==> config.mk <==
export PLATFORM = sky130hd
export DESIGN_NAME = bqhp_hist
export DESIGN_NICKNAME = d
export VERILOG_FILES = /design/src/hw/rtl/bqhp_pkg.sv /design/src/hw/rtl/bqhp_hist.sv
export SDC_FILE = /design/constraint.sdc
export NUM_CORES = 1
export LEC_CHECK = 0
export ABC_CLOCK_PERIOD_IN_PS = 28000
export BUFFER_PORTS_ARGS = -buffer_cell sky130_fd_sc_hd__buf_2
export CORE_MARGIN = 5
export CORE_UTILIZATION = 57
export CTS_CLUSTER_DIAMETER = 200
export DETAILED_ROUTE_END_ITERATION = 10
export PLACE_DENSITY = 0.74
export SYNTH_ARGS = -nofsm -noshare
export SYNTH_HDL_FRONTEND = slang
export SYNTH_SLANG_ARGS = --single-unit
==> constraint.sdc <==
create_clock -name clk -period 28 [get_ports clk]
set_input_delay 1.4 -clock clk [delete_from_list [all_inputs] [get_ports clk]]
set_output_delay 1.4 -clock clk [all_outputs]
set_load 0.01 [all_outputs]
==> src/hw/rtl/bqhp_pkg.sv <==
package bqhp_pkg;

  localparam int SAMP_W         = 16;
  localparam int COEF_W         = 32;
  localparam int HIST_W         = 40;
  localparam int COUNT_W        = 4;
  localparam int CHAN_OUT_W     = 3;
  localparam int CFG_ADDR_W     = 3;
  localparam int CFG_DATA_W     = 32;
  localparam int COEF_FRAC_BITS = 30;
  localparam int OUT_FRAC_BITS  = 16;

  // Feedback products are split so that no multiplier exceeds 32x25.
  localparam int HIST_LO_W = 24;
  localparam int HIST_HI_W = HIST_W - HIST_LO_W;

  // Exact accumulator: feedback products need 72 bits, two of them and the
  // shifted feedforward sum fit in 74.
  localparam int ACC_W = COEF_W + HIST_W + 2;
  localparam int FF_W  = COEF_W + SAMP_W + 2;

  typedef logic signed [SAMP_W-1:0]  sample_t;
  typedef logic signed [COEF_W-1:0]  coef_word_t;
  typedef logic signed [HIST_W-1:0]  hist_t;
  typedef logic [COUNT_W-1:0]        count_t;
  typedef logic [CHAN_OUT_W-1:0]     chan_t;
  typedef logic [CFG_ADDR_W-1:0]     cfg_addr_t;
  typedef logic [CFG_DATA_W-1:0]     cfg_data_t;

  localparam sample_t SAMP_MAX = sample_t'(16'sh7FFF);
  localparam sample_t SAMP_MIN = sample_t'(16'sh8000);

  typedef enum logic [CFG_ADDR_W-1:0] {
    REG_B0    = 3'd0,
    REG_B1    = 3'd1,
    REG_B2    = 3'd2,
    REG_A1    = 3'd3,
    REG_A2    = 3'd4,
    REG_COUNT = 3'd5
  } cfg_reg_e;

  typedef struct packed {
    coef_word_t b0;
    coef_word_t b1;
    coef_word_t b2;
    coef_word_t a1;
    coef_word_t a2;
  } coef_t;

  // Per-channel history as seen by the current sample.
  typedef struct packed {
    sample_t x1;
    sample_t x2;
    hist_t   y1;
    hist_t   y2;
  } hist_rd_t;

endpackage

==> src/hw/rtl/bqhp_hist.sv <==
module bqhp_hist #(
  parameter int MAX_CHANNELS = 8
) (
  input  logic               clk,
  input  logic               rst_n,
  input  logic               upd,
  input  logic               sob,
  input  bqhp_pkg::sample_t  x,
  input  bqhp_pkg::hist_t    y,
  input  bqhp_pkg::count_t   chan_count,
  output bqhp_pkg::hist_rd_t rd,
  output bqhp_pkg::chan_t    chan
);
  import bqhp_pkg::*;

  localparam int PTR_W = (MAX_CHANNELS > 1) ? $clog2(MAX_CHANNELS) : 1;
  localparam int CMP_W = (PTR_W + 1 > COUNT_W) ? PTR_W + 1 : COUNT_W;

  logic [PTR_W-1:0] ptr_r, ptr_nxt;
  logic [PTR_W-1:0] cur;
  logic [CMP_W-1:0] cnt_raw, cnt_eff, cur_ext, inc_ext, ptr_ext;

  sample_t x1_r [MAX_CHANNELS];
  sample_t x2_r [MAX_CHANNELS];
  hist_t   y1_r [MAX_CHANNELS];
  hist_t   y2_r [MAX_CHANNELS];

  // Clamp the channel count to 1..MAX_CHANNELS.
  always_comb begin
    cnt_raw = CMP_W'(chan_count);
    if (cnt_raw == '0) begin
      cnt_eff = CMP_W'(1);
    end else if (cnt_raw > CMP_W'(MAX_CHANNELS)) begin
      cnt_eff = CMP_W'(MAX_CHANNELS);
    end else begin
      cnt_eff = cnt_raw;
    end
  end

  // Start of block restarts at channel 0; a pointer past the count wraps.
  always_comb begin
    ptr_ext = sob ? '0 : CMP_W'(ptr_r);
    if (ptr_ext >= cnt_eff) begin
      cur_ext = '0;
    end else begin
      cur_ext = ptr_ext;
    end
    cur     = cur_ext[PTR_W-1:0];
    inc_ext = cur_ext + CMP_W'(1);
    if (inc_ext >= cnt_eff) begin
      ptr_nxt = '0;
    end else begin
      ptr_nxt = inc_ext[PTR_W-1:0];
    end
  end

  assign chan = cur_ext[CHAN_OUT_W-1:0];

  always_comb begin
    if (sob) begin
      rd = '0;
    end else begin
      rd.x1 = x1_r[cur];
      rd.x2 = x2_r[cur];
      rd.y1 = y1_r[cur];
      rd.y2 = y2_r[cur];
    end
  end

  always_ff @(posedge clk) begin
    if (!rst_n) begin
      ptr_r <= '0;
      for (int c = 0; c < MAX_CHANNELS; c++) begin
        x1_r[c] <= '0;
        x2_r[c] <= '0;
        y1_r[c] <= '0;
        y2_r[c] <= '0;
      end
    end else if (upd) begin
      ptr_r <= ptr_nxt;
      // Shift the current channel's history; clear the others on start of block.
      for (int c = 0; c < MAX_CHANNELS; c++) begin
        if (c == int'(cur)) begin
          x2_r[c] <= rd.x1;
          x1_r[c] <= x;
          y2_r[c] <= rd.y1;
          y1_r[c] <= y;
        end else if (sob) begin
          x1_r[c] <= '0;
          x2_r[c] <= '0;
          y1_r[c] <= '0;
          y2_r[c] <= '0;
        end
      end
    end
  end
endmodule

==> results.sh <==
export IMPL_relSlewSlack_pct=11.8
export IMPL_final_max_slew_violation_count=0
export IMPL_post_cts_setup_buffer_count=0
export IMPL_syn_warnings=0
export IMPL_clkLatencyLatePin_ns=0.63
export IMPL_fp_dieH_microns=280
export IMPL_core_rowCount=99
export IMPL_yosys_most_used_dff="sky130_fd_sc_hd__edfxtp_1"
export IMPL_groute_usage_overall_pct=30.0
export IMPL_synth_top_area_share_pct=64.8
export IMPL_htree_num_levels=3
export IMPL_postRouteAntennaNets=0
export IMPL_first_global_vias=28300
export IMPL_cts_inserted_buffers=87
export IMPL_min_path_type="flop to flop"
export IMPL_initialDrtViolationCount=3925
export IMPL_netlist_area_sq_mm=0.0415
export IMPL_route_detailed_drc=0
export IMPL_setup_repair_after_global_routing_missed_its_margin="false"
export IMPL_floorplan_io_pins=179
export IMPL_cts_sinks=899
export IMPL_finalWorstSetupSlack_ns=19.86
export IMPL_fin_setup_tns_ns=0
export IMPL_yosysUniqueCellTypes=42
export IMPL_power_density_mw_per_mm2=66.7
export IMPL_drt_wirelength_per_cell_microns=29.8
export IMPL_setup_worst_path_start_class="input pin"
export IMPL_drv_max_cap_violation_count=0
export IMPL_gp_congestion=0.864
export IMPL_use_met3_pct=8.76
export IMPL_maximum_cell_stage_delay_along_the_critical_path_ns=0.84
export IMPL_achievable_frequency_mhz=123
export IMPL_setup_viol_count_final=0
export IMPL_share_of_the_synthesized_netlist_area_taken_by_xor_and_xnor_gates_pct=0
export IMPL_pre_cts_ws_ns=19.99
export IMPL_cp_arrival_ns=6.74
export IMPL_outcome="finished, final reports clean"
export IMPL_async_set_or_reset_register_ratio_after_synthesis_pct=0
export IMPL_number_of_synthesized_flops_with_an_enable_pin=896
export IMPL_port_buffer_count=178
export IMPL_end_kind="output port"
export IMPL_die_area_sq_mm=0.0784
export IMPL_grt_peak_use_layer="met2"
export IMPL_fin_nets=3115
export IMPL_synth_simple_area_share_pct=12.4
export IMPL_grt_pass1_wl_mm=178
export IMPL_ir_drop_mv=0.0463
export IMPL_grt_max_degree=225
export IMPL_actual_transition_at_the_worst_max_transition_pin_ns=1.32
export IMPL_vias=28200
export IMPL_finalHoldViolations=0
export IMPL_syn_inst=3023
export IMPL_post_route_min_period_ns=8.14
export IMPL_synth_top_cell_by_area="sky130_fd_sc_hd__edfxtp_1"
export IMPL_gr_usage_met1_pct=40.4
export IMPL_dp_final_hpwl_mm=63.8
export IMPL_fillerInstances=5361
export IMPL_post_synth_cell_area_avg_sq_um=13.7
export IMPL_synth_compound_area_share_pct=13.4
export IMPL_clk_root_buffer_cell="sky130_fd_sc_hd__clkbuf_16"
export IMPL_finalCritPeriodShare_pct=29.1
export IMPL_synth_commonest_cells="sky130_fd_sc_hd__edfxtp_1 (896), sky130_fd_sc_hd__and2_1 (337), sky130_fd_sc_hd__nor2_1 (287)"
export IMPL_tritoncts="yes"
export IMPL_critical_path_required_ns=26.60
export IMPL_fp_coreArea_sq_mm=0.0726
export IMPL_synth_seq_cells=899
export IMPL_power_leakage_nw=16.9
export IMPL_critPathBufInv=6
export IMPL_crit_family="buffers and inverters"
export IMPL_start_util_pct=57.2
export IMPL_path_max_fanout=118
export IMPL_clk_transition_reported_paths_ns=0.07
export IMPL_worst_setup_path_type="input pin to output port"
export IMPL_cpMaxStageDelayCell="sky130_fd_sc_hd__buf_4"
export IMPL_path_cells="buf_2, nor2b_4, inv_1, ha_1, nand2b_4, a211o_4, a21boi_4, buf_12, buf_4, buf_4, a221oi_1, or3_1, o221ai_1, buf_2"
export IMPL_dr_pass1_iters=8
export IMPL_clk_path_buf_depth=3
export IMPL_gr_total_overflow=0
export IMPL_largest_family_of_logic_cells_by_synthesized_area="compound AO/OA/AOI/OAI gates"
export IMPL_met2_demand_to_capacity_share_in_global_routing_pct=47.5
export IMPL_synth_most_common_cell="sky130_fd_sc_hd__edfxtp_1"
export IMPL_cts_repair_resized=0
export IMPL_fin_worst_skew_ns=0.0168
export IMPL_synth_fp_nets=3100
export IMPL_synth_area_leaders="sky130_fd_sc_hd__edfxtp_1 (65%), sky130_fd_sc_hd__and2_1 (5.1%), sky130_fd_sc_hd__and3_1 (3.4%), sky130_fd_sc_hd__a211oi_2 (3.4%), sky130_fd_sc_hd__o22ai_1 (3.4%)"
export IMPL_die_w_microns=280
export IMPL_synth_area_mux_share_pct=5.74
export IMPL_drive_above_1_share_pct=19.5
export IMPL_cts_hold_buffers_added=0
export IMPL_initial_antenna_violation_count=17
export IMPL_vias_per_cell=6.92
export IMPL_synth_yosys_seq_area_share_pct=64.9
export IMPL_syn_to_final_growth_pct=9.92
export IMPL_routed_wirelength_mm=121
export IMPL_synth_adder_area_share_pct=0.392
-- path summary, 6_finish.rpt --
check | from | endpoint | slack (ns) | cells past startpoint
setup / recovery | sob | rd[94] | 19.86 | 14
hold / removal | ptr_r[2]$_SDFFE_PN0P_ | ptr_r[2]$_SDFFE_PN0P_ | 0.63 | 2
setup reg to reg | ptr_r[0]$_SDFFE_PN0P_ | y2_r[4][26]$_SDFFCE_PP0P_ | 21.32 | 15
hold reg to reg | ptr_r[2]$_SDFFE_PN0P_ | ptr_r[2]$_SDFFE_PN0P_ | 0.63 | 2
-- state kept, by name, indices dropped and copies added (netlist names) --
register  flops
x2_r        128
y1_r        320
y2_r        320
x1_r        128
ptr_r         3
-- worst register-to-register path, stage by stage (launching register included) --
cell                       delay (ns)
sky130_fd_sc_hd__dfxtp_2         0.34
sky130_fd_sc_hd__nor2b_4         0.63
sky130_fd_sc_hd__inv_1           0.18
sky130_fd_sc_hd__ha_1            0.33
sky130_fd_sc_hd__nand2b_4        0.13
sky130_fd_sc_hd__a211o_4         0.17
sky130_fd_sc_hd__nand2_2         0.11
sky130_fd_sc_hd__and2_1          0.22
sky130_fd_sc_hd__clkinv_1        0.05
sky130_fd_sc_hd__buf_4           0.67
sky130_fd_sc_hd__ha_1            0.30
sky130_fd_sc_hd__and3_2          0.65
sky130_fd_sc_hd__nand2_2         0.10
sky130_fd_sc_hd__buf_4           0.44
sky130_fd_sc_hd__nand2_4         0.75
sky130_fd_sc_hd__buf_4           1.14
-- metal layers --
metal | share of wire [%] | vias up
li1 | - | 11900
met1 | 38 | 14100
met2 | 47 | 1875
met3 | 13 | 261
met4 | 2.9 | 12
met5 | 0.063 | -
-- cells by family after synthesis --
| kind of cell | count (synthesis) |
|---|---|
| AND/OR/NAND/NOR | 944 |
| flip-flops | 899 |
| buffers and inverters | 304 |
| adder cells (fa/ha/maj) | 13 |
| multiplexers | 224 |
| AO/OA/AOI/OAI | 639 |
-- area by class of cell --
| cell class | instances | area [sq um] | area share [%] |
|---|---|---|---|
| Timing Repair Buffer | 223 | 1250 | 2.75 |
| Multi-Input combinational cell | 1820 | 13500 | 29.5 |
| Clock buffer | 111 | 2310 | 5.06 |
| Inverter | 7 | 32.5 | 0.0713 |
| Sequential cell | 899 | 27000 | 59.1 |
| Clock inverter | 44 | 393 | 0.861 |
| Tap cell | 959 | 1200 | 2.63 |
| Antenna cell | 8 | 20.0 | 0.0439 |
-- power breakdown --
part	switching (mW)	total, mW	internal (mW)
logic	0.225	0.304	0.0795
registers	0.0280	1.60	1.57
clock network	0.493	1.14	0.647
total	0.746	3.04	2.30
-- stage by stage --
stage	power [mW]	std cells	util [%]	hold slack, ns	instance area [sq um]
2_1_floorplan	1.81	3023	-	0.553	41500
3_3_place_gp	1.91	3908	59.1	0.607	42900
3_5_place_dp	1.92	3908	59.1	0.616	42900
4_1_cts	3.04	4063	62.9	0.629	45600
5_1_grt	3.12	4066	62.9	0.675	45600
6_report	3.04	4071	62.9	0.632	45600
-- placed cells by master, fill, tap and decap left out, types with 7 or more instances in the layout --
master	count
sky130_fd_sc_hd__edfxtp_1	896
sky130_fd_sc_hd__and2_1	337
sky130_fd_sc_hd__nor2_1	285
sky130_fd_sc_hd__and3_1	225
sky130_fd_sc_hd__o22ai_1	224
sky130_fd_sc_hd__buf_2	178
sky130_fd_sc_hd__mux2i_1	112
sky130_fd_sc_hd__a221oi_1	112
sky130_fd_sc_hd__mux2_2	112
sky130_fd_sc_hd__a32o_1	112
sky130_fd_sc_hd__a211oi_2	112
sky130_fd_sc_hd__clkbuf_16	89
sky130_fd_sc_hd__or3_1	56
sky130_fd_sc_hd__o221ai_1	56
sky130_fd_sc_hd__buf_4	43
sky130_fd_sc_hd__clkbuf_1	22
sky130_fd_sc_hd__clkinv_2	17
sky130_fd_sc_hd__clkinv_1	17
sky130_fd_sc_hd__ha_1	13
sky130_fd_sc_hd__nand2_4	10
sky130_fd_sc_hd__diode_2	8
sky130_fd_sc_hd__nand2_1	8
sky130_fd_sc_hd__bufinv_16	7
Power figures use the tool's default switching activity.
