[config.mk]
export PLATFORM = sky130hd
export DESIGN_NAME = bqhp_regs_flat
export DESIGN_NICKNAME = d
export VERILOG_FILES = /design/src/hw/rtl/bqhp_pkg.sv /design/src/hw/rtl/bqhp_cfg_if.sv /design/src/hw/rtl/bqhp_regs.sv /design/src/flat_wrapper.sv
export SDC_FILE = /design/constraint.sdc
export NUM_CORES = 1
export LEC_CHECK = 0
export ABC_AREA = 1
export BUFFER_PORTS_ARGS = -buffer_cell sky130_fd_sc_hd__buf_2
export CORE_MARGIN = 2
export CORE_UTILIZATION = 50
export DETAILED_ROUTE_END_ITERATION = 10
export GPL_TIMING_DRIVEN = 0
export PLACE_DENSITY = 0.77
export SLEW_MARGIN = 10
export SYNTH_ARGS = -nofsm -noshare
export SYNTH_HDL_FRONTEND = slang
export SYNTH_SLANG_ARGS = --single-unit
[constraint.sdc]
create_clock -name clk -period 1.6 [get_ports clk]
set_input_delay 0.4 -clock clk [delete_from_list [all_inputs] [get_ports clk]]
set_output_delay 0.4 -clock clk [all_outputs]
set_load 0.005 [all_outputs]
[src/hw/rtl/bqhp_pkg.sv]
package bqhp_pkg;

  localparam int SAMP_W         = 16;
  localparam int COEF_W         = 32;
  localparam int HIST_W         = 40;
  localparam int COUNT_W        = 4;
  localparam int CHAN_OUT_W     = 3;
  localparam int CFG_ADDR_W     = 3;
  localparam int CFG_DATA_W     = 32;
  localparam int COEF_FRAC_BITS = 30;
  localparam int OUT_FRAC_BITS  = 16;

  // Feedback products are split so that no multiplier exceeds 32x25.
  localparam int HIST_LO_W = 24;
  localparam int HIST_HI_W = HIST_W - HIST_LO_W;

  // Exact accumulator: feedback products need 72 bits, two of them and the
  // shifted feedforward sum fit in 74.
  localparam int ACC_W = COEF_W + HIST_W + 2;
  localparam int FF_W  = COEF_W + SAMP_W + 2;

  typedef logic signed [SAMP_W-1:0]  sample_t;
  typedef logic signed [COEF_W-1:0]  coef_word_t;
  typedef logic signed [HIST_W-1:0]  hist_t;
  typedef logic [COUNT_W-1:0]        count_t;
  typedef logic [CHAN_OUT_W-1:0]     chan_t;
  typedef logic [CFG_ADDR_W-1:0]     cfg_addr_t;
  typedef logic [CFG_DATA_W-1:0]     cfg_data_t;

  localparam sample_t SAMP_MAX = sample_t'(16'sh7FFF);
  localparam sample_t SAMP_MIN = sample_t'(16'sh8000);

  typedef enum logic [CFG_ADDR_W-1:0] {
    REG_B0    = 3'd0,
    REG_B1    = 3'd1,
    REG_B2    = 3'd2,
    REG_A1    = 3'd3,
    REG_A2    = 3'd4,
    REG_COUNT = 3'd5
  } cfg_reg_e;

  typedef struct packed {
    coef_word_t b0;
    coef_word_t b1;
    coef_word_t b2;
    coef_word_t a1;
    coef_word_t a2;
  } coef_t;

  // Per-channel history as seen by the current sample.
  typedef struct packed {
    sample_t x1;
    sample_t x2;
    hist_t   y1;
    hist_t   y2;
  } hist_rd_t;

endpackage

[src/hw/rtl/bqhp_cfg_if.sv]
interface bqhp_cfg_if;
  import bqhp_pkg::*;

  logic      valid;
  logic      ready;
  cfg_addr_t addr;
  cfg_data_t data;

  modport source (output valid, output addr, output data, input ready);
  modport sink   (input valid, input addr, input data, output ready);
endinterface

[src/hw/rtl/bqhp_regs.sv]
module bqhp_regs (
  input  logic            clk,
  input  logic            rst_n,
  bqhp_cfg_if.sink        cfg_bus,
  output bqhp_pkg::coef_t  coef,
  output bqhp_pkg::count_t chan_count
);
  import bqhp_pkg::*;

  coef_t  coef_r;
  count_t count_r;

  assign cfg_bus.ready = 1'b1;
  assign coef          = coef_r;
  assign chan_count    = count_r;

  always_ff @(posedge clk) begin
    if (!rst_n) begin
      coef_r  <= '0;
      count_r <= count_t'(1);
    end else if (cfg_bus.valid) begin
      case (cfg_bus.addr)
        REG_B0:    coef_r.b0 <= coef_word_t'(cfg_bus.data);
        REG_B1:    coef_r.b1 <= coef_word_t'(cfg_bus.data);
        REG_B2:    coef_r.b2 <= coef_word_t'(cfg_bus.data);
        REG_A1:    coef_r.a1 <= coef_word_t'(cfg_bus.data);
        REG_A2:    coef_r.a2 <= coef_word_t'(cfg_bus.data);
        REG_COUNT: count_r   <= cfg_bus.data[COUNT_W-1:0];
        default:   ;  // drop writes to unmapped indexes
      endcase
    end
  end
endmodule

[src/flat_wrapper.sv]
// flat-port wrapper written by rule: the top's interface ports become plain ports
module bqhp_regs_flat import bqhp_pkg::*;
  (clk, rst_n, coef, chan_count, cfg_bus_valid, cfg_bus_addr, cfg_bus_data, cfg_bus_ready);
  bqhp_cfg_if cfg_bus_i ();
  input  logic clk;
  input  logic rst_n;
  output bqhp_pkg::coef_t coef;
  output bqhp_pkg::count_t chan_count;
  input wire logic [$bits(cfg_bus_i.valid)-1:0] cfg_bus_valid;
  input wire logic [$bits(cfg_bus_i.addr)-1:0] cfg_bus_addr;
  input wire logic [$bits(cfg_bus_i.data)-1:0] cfg_bus_data;
  output wire logic [$bits(cfg_bus_i.ready)-1:0] cfg_bus_ready;
  assign cfg_bus_i.valid = cfg_bus_valid;
  assign cfg_bus_i.addr = cfg_bus_addr;
  assign cfg_bus_i.data = cfg_bus_data;
  assign cfg_bus_ready = cfg_bus_i.ready;
  bqhp_regs u_core (.clk(clk), .rst_n(rst_n), .cfg_bus(cfg_bus_i), .coef(coef), .chan_count(chan_count));
endmodule
==> flow_metrics.tcl, run 1 <==
set metrics [dict create \
    status "finished, final reports clean" \
    dp_worst_setup_slack_ps -107 \
    initial_core_util_pct 51.4 \
    clkSlewWorstSetupHoldPaths_ps 60 \
    nNetsFinal 1197 \
    ys_top_cells_by_area "dfxtp_1 51%, nor2_1 19%, nand3_1 13%" \
    yosysTopAreaCell "dfxtp_1" \
    synth.avg_cell_area_sq_um 6.90 \
    critPathMaxFanout 10 \
    postCtsSetupRepairBufs 0 \
    clock.fmax_mhz 752 \
    fill_cells 1192 \
    clock_tree.root_cell "clkbuf_16" \
    setup.worst_path.start "cfg_bus_addr[0]" \
    avgRoutedWirePerCell_um 14.6 \
    ctsHoldBuffers 0 \
    pwr_density_cell_nw_per_um2 1150 \
    leakagePower_uw 0.00425 \
    grt_pass1_wl_mm 30.4 \
    slew_viol_final 0 \
    first_pass_iters 7 \
    dieWidth_um 118 \
    yosysSeqAreaShare_pct 50.6 \
    die_area_sq_um 13900 \
    path_common_cell "buf_2" \
    grt_pass1_vias 5904 \
    max_slew.worst_pin.slew_ps 615 \
    synthXorXnorAreaFrac_pct 0 \
    synth_top_family_by_area "simple AND/OR/NAND/NOR gates" \
    floorplan.rows 41 \
    drive_above_1_share_pct 24.1 \
    synth.area.mux_share_pct 0 \
    htree_num_levels 4 \
    port_buffers 200 \
    crit_type "input pin to register" \
    layout_commonest_cell "nor2_1" \
    ys_ff_latch 164 \
    peakVddDrop_mv 0.612 \
    routed_wirelength_mm 19.7 \
    synth-adder-area-share_pct 0 \
    post_cts_resize_count 0 \
    rsz0062_at_grt "false" \
    crit_path_end_kind "register" \
    most-common-layout-cells "329 x nor2_1, 242 x buf_2, 170 x nand2_1" \
    r2r_start "u_core.coef[71]$_SDFFE_PN0P_" \
    antenna_found_initial 2 \
    cts_made_buffers 17 \
    overflow 0 \
    gp_congestion 0.886 \
    syn-num-nets 978 \
    critPathRequiredTime_ps 1910 \
    worstSetupStartpointType "input pin" \
    synth_area_sq_um 6490 \
    ant_nets 0 \
    slowest_stage "nor2_2" \
    grtUsageTotal_pct 27.6 \
    clkSinkCount 164 \
    path_buf_inv 2 \
    setup_violations 0 \
    maxCapViolCount 0 \
    insertion_delay_ps 420 \
    cts_tree "built" \
    final.setup.worst_slack_ps 269 \
    viasPerCell 5.07 \
    synth-compound-area-share_pct 0.0771 \
    core_sq_um 12600 \
    synth_top_area_share_pct 50.6 \
    grt_max_degree 17 \
    yosysWarnings 0 \
    synth_cell_types 14 \
    clock_skew_ps 0 \
    critPathTopFamily "simple AND/OR/NAND/NOR gates" \
    worstPathArrival_ps 1640 \
    fp.dieH_um 118 \
    via_count 6824 \
    slew_headroom_pct 59.0 \
    drc 0 \
    drtIter0Drc 635 \
    fin_crit_sh_pct 83.2 \
    hpwl_mm 13.9 \
    hold_path_startpoint "cfg_bus_data[0]" \
    syn_inst 940 \
    cts_buffer_depth 2 \
    hold_viol 0 \
    syn_to_final_growth_pct 28.4 \
    finalCriticalPeriod_ps 1330 \
    ios 203 \
    cpPeakStageDelay_ps 500 \
    path_cells "buf_2, nor2_2, buf_2, nand3_1, nand2_1, nor2_1" \
    synth_simple_gate_area_share_pct 42.2 \
    hold_class "input pin to register" \
    hold_slack_ps 214 \
]
stage by stage:
step	util, %	TNS, ps	instance area, sq um	cells	power [uW]
finish	66.0	0	8330	1346	9550
global route	66.0	0	8330	1346	9860
CTS	66.0	0	8320	1344	9540
detailed placement	61.0	-3950	7700	1312	5310
global placement	61.0	-3320	7700	1312	5300
floorplan	-	0	6490	940	4940
kinds of logic (layout without fill, tap and decap cells):
kind of cell    count (synthesis)  after routing
buf+inv                       104            336
simple gates                  670            670
compound gates                  1              1
other cells                     1              3
flops                         164            164
state kept, by name, indices dropped and copies added, names as in the netlist:
| register | cells |
|---|---|
| u_core.chan_count | 4 |
| u_core.coef | 160 |
final timing paths:
kind | cells after the start | slack (ps) | to
min | 3 | 210 | u_core.chan_count[0]$_SDFFE_PN1P_
min reg2reg | 2 | 470 | u_core.coef[8]$_SDFFE_PN0P_
max | 6 | 270 | u_core.coef[139]$_SDFFE_PN0P_
max reg2reg | 2 | 950 | u_core.coef[71]$_SDFFE_PN0P_
where the power goes:
group	total (uW)	switching, uW	internal (uW)	leakage [uW]
combinational	937	604	333	0.00262
sequential	4300	75.9	4230	0.00133
clock	4310	1610	2690	0.000301
total	9550	2290	7250	0.00425
cell usage after synthesis:
| cell | count |
|---|---|
| nor2_2 | 7 |
| nand2_1 | 170 |
| clkbuf_1 | 18 |
| buf_2 | 42 |
| dfxtp_1 | 164 |
| conb_1 | 1 |
| nand3_1 | 164 |
| clkinv_1 | 1 |
| nor2_1 | 329 |
| buf_1 | 2 |
| inv_1 | 35 |
| inv_2 | 2 |
| buf_4 | 4 |
| o21ai_0 | 1 |
worst min-delay path, stage by stage:
cell,delay [ps]
buf_2,90
nand2_1,50
nand3_1,60
routing by layer:
layer  part of all wire, %  vias up  GRT usage [%]  wire (um)
met1                    43     3107           36.4       8440
li1                      -     3356              -          -
met4                   2.4        0           10.9        469
met5                     0        -              0          0
met3                   9.1       37           6.73       1790
met2                    46      324           43.6       8980
layout make-up:
type / count / area [sq um] / share of cell area [%]
Antenna cell: 2 / 5.00 / 0.0601
Buffer: 66 / 315 / 3.79
Clock buffer: 23 / 468 / 5.62
Clock inverter: 9 / 151 / 1.82
Inverter: 38 / 143 / 1.71
Multi-Input combinational cell: 672 / 2750 / 33.0
Sequential cell: 164 / 3280 / 39.4
Tap cell: 172 / 215 / 2.58
Timing Repair Buffer: 200 / 1000 / 12.0
Note: power is estimated with default switching activity, not from simulation.
==> run 2: changes to the inputs <==
--- a/config.mk
+++ b/config.mk
@@ -8,10 +8,10 @@
 export ABC_AREA = 1
 export BUFFER_PORTS_ARGS = -buffer_cell sky130_fd_sc_hd__buf_2
 export CORE_MARGIN = 2
-export CORE_UTILIZATION = 50
+export CORE_UTILIZATION = 46
 export DETAILED_ROUTE_END_ITERATION = 10
 export GPL_TIMING_DRIVEN = 0
-export PLACE_DENSITY = 0.77
+export PLACE_DENSITY = 0.75
 export SLEW_MARGIN = 10
 export SYNTH_ARGS = -nofsm -noshare
 export SYNTH_HDL_FRONTEND = slang
==> constraint.sdc (replaced) <==
create_clock -name clk -period 1.07 [get_ports clk]
set_input_delay 0.2675 -clock clk [delete_from_list [all_inputs] [get_ports clk]]
set_output_delay 0.2675 -clock clk [all_outputs]
set_load 0.005 [all_outputs]
==> run 2 against run 1 <==
Net effect:
- the run now ends with setup timing left
- design area rose by 12%
- critical path type is now register to primary output
- power rose by 53%
- sequential share of layout area fell by 1.9 points
- largest cell class unchanged
- count of clock-buffer cells in the layout rose by 1
- critical endpoint is now coef[89]
- hold slack got worse by 130 ps
- clock skew did not move
- register-to-register slack got worse by 720 ps
- via count fell by 0.85%
- worst setup slack got worse by 370 ps
- clock power rose by 51%
==> flow_metrics.tcl, run 2 (same netlist as run 1, synthesis figures left out) <==
set metrics [dict create \
    clock_skew_ps 0 \
    combPwrFrac_pct 10.9 \
    floorplan.rows 43 \
    crit_path_end_kind "primary output" \
    worstPathArrival_ps 900 \
    grt_pass1_wl_mm 31.9 \
    finalCriticalPeriod_ps 1170 \
    slew_headroom_pct 64.4 \
    multi_input_area_sq_um 2790 \
    fill_cells 1179 \
    worstSetupStartpointType "register" \
    syn_to_final_growth_pct 43.2 \
    p_clk_share_pct 44.5 \
    drc 0 \
    grt_util_met3_pct 7.95 \
    hold_path_startpoint "cfg_bus_data[0]" \
    rsz0062_at_grt "true" \
    nNetsFinal 1212 \
    critPathRequiredTime_ps 800 \
    cpPeakStageDelay_ps 350 \
    grt_max_degree 17 \
    overflow 0 \
    grt_busiest_layer "met2" \
    avgRoutedWirePerCell_um 15.4 \
    fin_crit_sh_pct 109 \
    leakagePower_uw 0.00451 \
    violations "setup timing" \
    grtUsageTotal_pct 28.0 \
    drtIter0Drc 524 \
    intPower_uw 11100 \
    peakVddDrop_mv 1.00 \
    use_met2_pct 45.4 \
    core_sq_um 13800 \
    cts_buffer_depth 2 \
    clkSinkCount 164 \
    slew_viol_final 0 \
    die_area_sq_um 15100 \
    status "finished with violations" \
    antennaDiodeCount 0 \
    final.setup.worst_slack_ps -97.7 \
    initial_core_util_pct 46.9 \
    power_switching_uw 3540 \
    cts_tree "built" \
    fin_util_pct 67.2 \
    r2r_start "u_core.chan_count[0]$_SDFFE_PN1P_" \
    post_dp_cell_area_sq_um 7710 \
    grt_pass1_vias 6255 \
    area.sequential_sq_um 3490 \
    setup.worst_path.start "u_core.coef[89]$_SDFFE_PN0P_" \
    slowest_stage "dfxtp_2" \
    tns_ps -10580 \
    antenna_found_initial 2 \
    first_pass_iters 5 \
    critPathTopFamily "flip-flops" \
    viasPerCell 4.95 \
    cts_made_buffers 17 \
    maxCapViolCount 0 \
    seq_power_share_pct 44.5 \
    max_slew.worst_pin.slew_ps 533 \
    ant_nets 0 \
    fp.dieH_um 123 \
    drive_above_1_share_pct 40.2 \
    postLayoutCellArea_sq_um 9290 \
    gp_congestion 0.825 \
    grt_use_met1_pct 34.2 \
    via_count 6766 \
    setup_violations 164 \
    hold_class "input pin to register" \
    ios 203 \
    ctsHoldBuffers 0 \
    path_buf_inv 1 \
    htree_num_levels 4 \
    layout_commonest_cell "nor2_1" \
    largest_reg_flops 160 \
    clock_tree.root_cell "clkbuf_16" \
    hold_viol 0 \
    dieWidth_um 123 \
    pwr_density_cell_nw_per_um2 1570 \
    most-common-layout-cells "328 x nor2_1, 169 x nand2_1, 164 x nand3_1, 164 x dfxtp_2, 144 x buf_2" \
    clkSlewWorstSetupHoldPaths_ps 70 \
    hpwl_mm 14.4 \
    clock.fmax_mhz 856 \
    routed_wirelength_mm 21.0 \
    port_buffers 200 \
    swShare_pct 24.3 \
    critPathMaxFanout 2 \
    path_cells "buf_2" \
    insertion_delay_ps 430 \
    crit_type "register to primary output" \
]
run 2: cell types whose count changed in the layout (fill, tap and decap cells not counted), moves of 4 or more:
cell	change
buf_4	+15
nor2_4	+7
buf_6	+87
clkbuf_1	-11
clkbuf_2	+10
dfxtp_2	+164
clkbuf_8	+4
clkbuf_4	+11
dfxtp_1	-164
nor2_2	-6
buf_2	-98
run 2: per-stage QoR:
stage	worst slack, ps	instances	hold slack, ps	total power [uW]
floorplan	22.6	940	394	7380
global placement	-483	1320	458	7940
detailed placement	-494	1320	466	7960
CTS	-104	1355	78.2	14400
global route	-107	1366	145	15100
finish	-97.7	1366	86.0	14600
run 2: cell type report:
type                            instances  share of cell area, %
Clock buffer                           24                   5.51
Clock inverter                          7                   1.28
Buffer                                 66                   3.83
Tap cell                              180                   2.42
Inverter                               38                   1.55
Sequential cell                       164                   37.6
Multi-Input combinational cell        672                   30.0
Timing Repair Buffer                  215                   17.8
run 2: path summary, 6_finish.rpt:
check	cells after the start	to	slack, ps
worst max-delay path	1	coef[89]	-100
worst min-delay path	3	u_core.chan_count[0]$_SDFFE_PN1P_	90
worst max register to register	4	u_core.chan_count[0]$_SDFFE_PN1P_	230
worst min register to register	2	u_core.coef[154]$_SDFFE_PN0P_	470
run 2: power groups by stage:
stage | logic [uW] | clock network (uW) | registers [uW]
finish | 1600 | 6500 | 6500
global route | 1780 | 6800 | 6520
CTS | 1460 | 6500 | 6480
detailed placement | 1390 | 0 | 6570
global placement | 1370 | 0 | 6560
floorplan | 804 | 0 | 6580
run 2: metal layers:
layer  routed length (um)  share of wire, %
met1                 8580                41
met2                10100                48
met5                   27              0.13
met4                  637               3.0
met3                 1710               8.2
run 2: worst reg2reg max path, delay by kind of cell (launching register included):
kind            cells  cell delay (ps)
flops               1              320
compound gates      1               60
buf+inv             2              240
simple gates        1               80
run 2: timing repair:
| action | in CTS | in global routing |
|---|---|---|
| setup buffers | 4 | 11 |
| setup endpoints to repair | 216 | 280 |
| resized for setup | 195 | 95 |
| pin swaps | 0 | 2 |
| cloned | 0 | 0 |
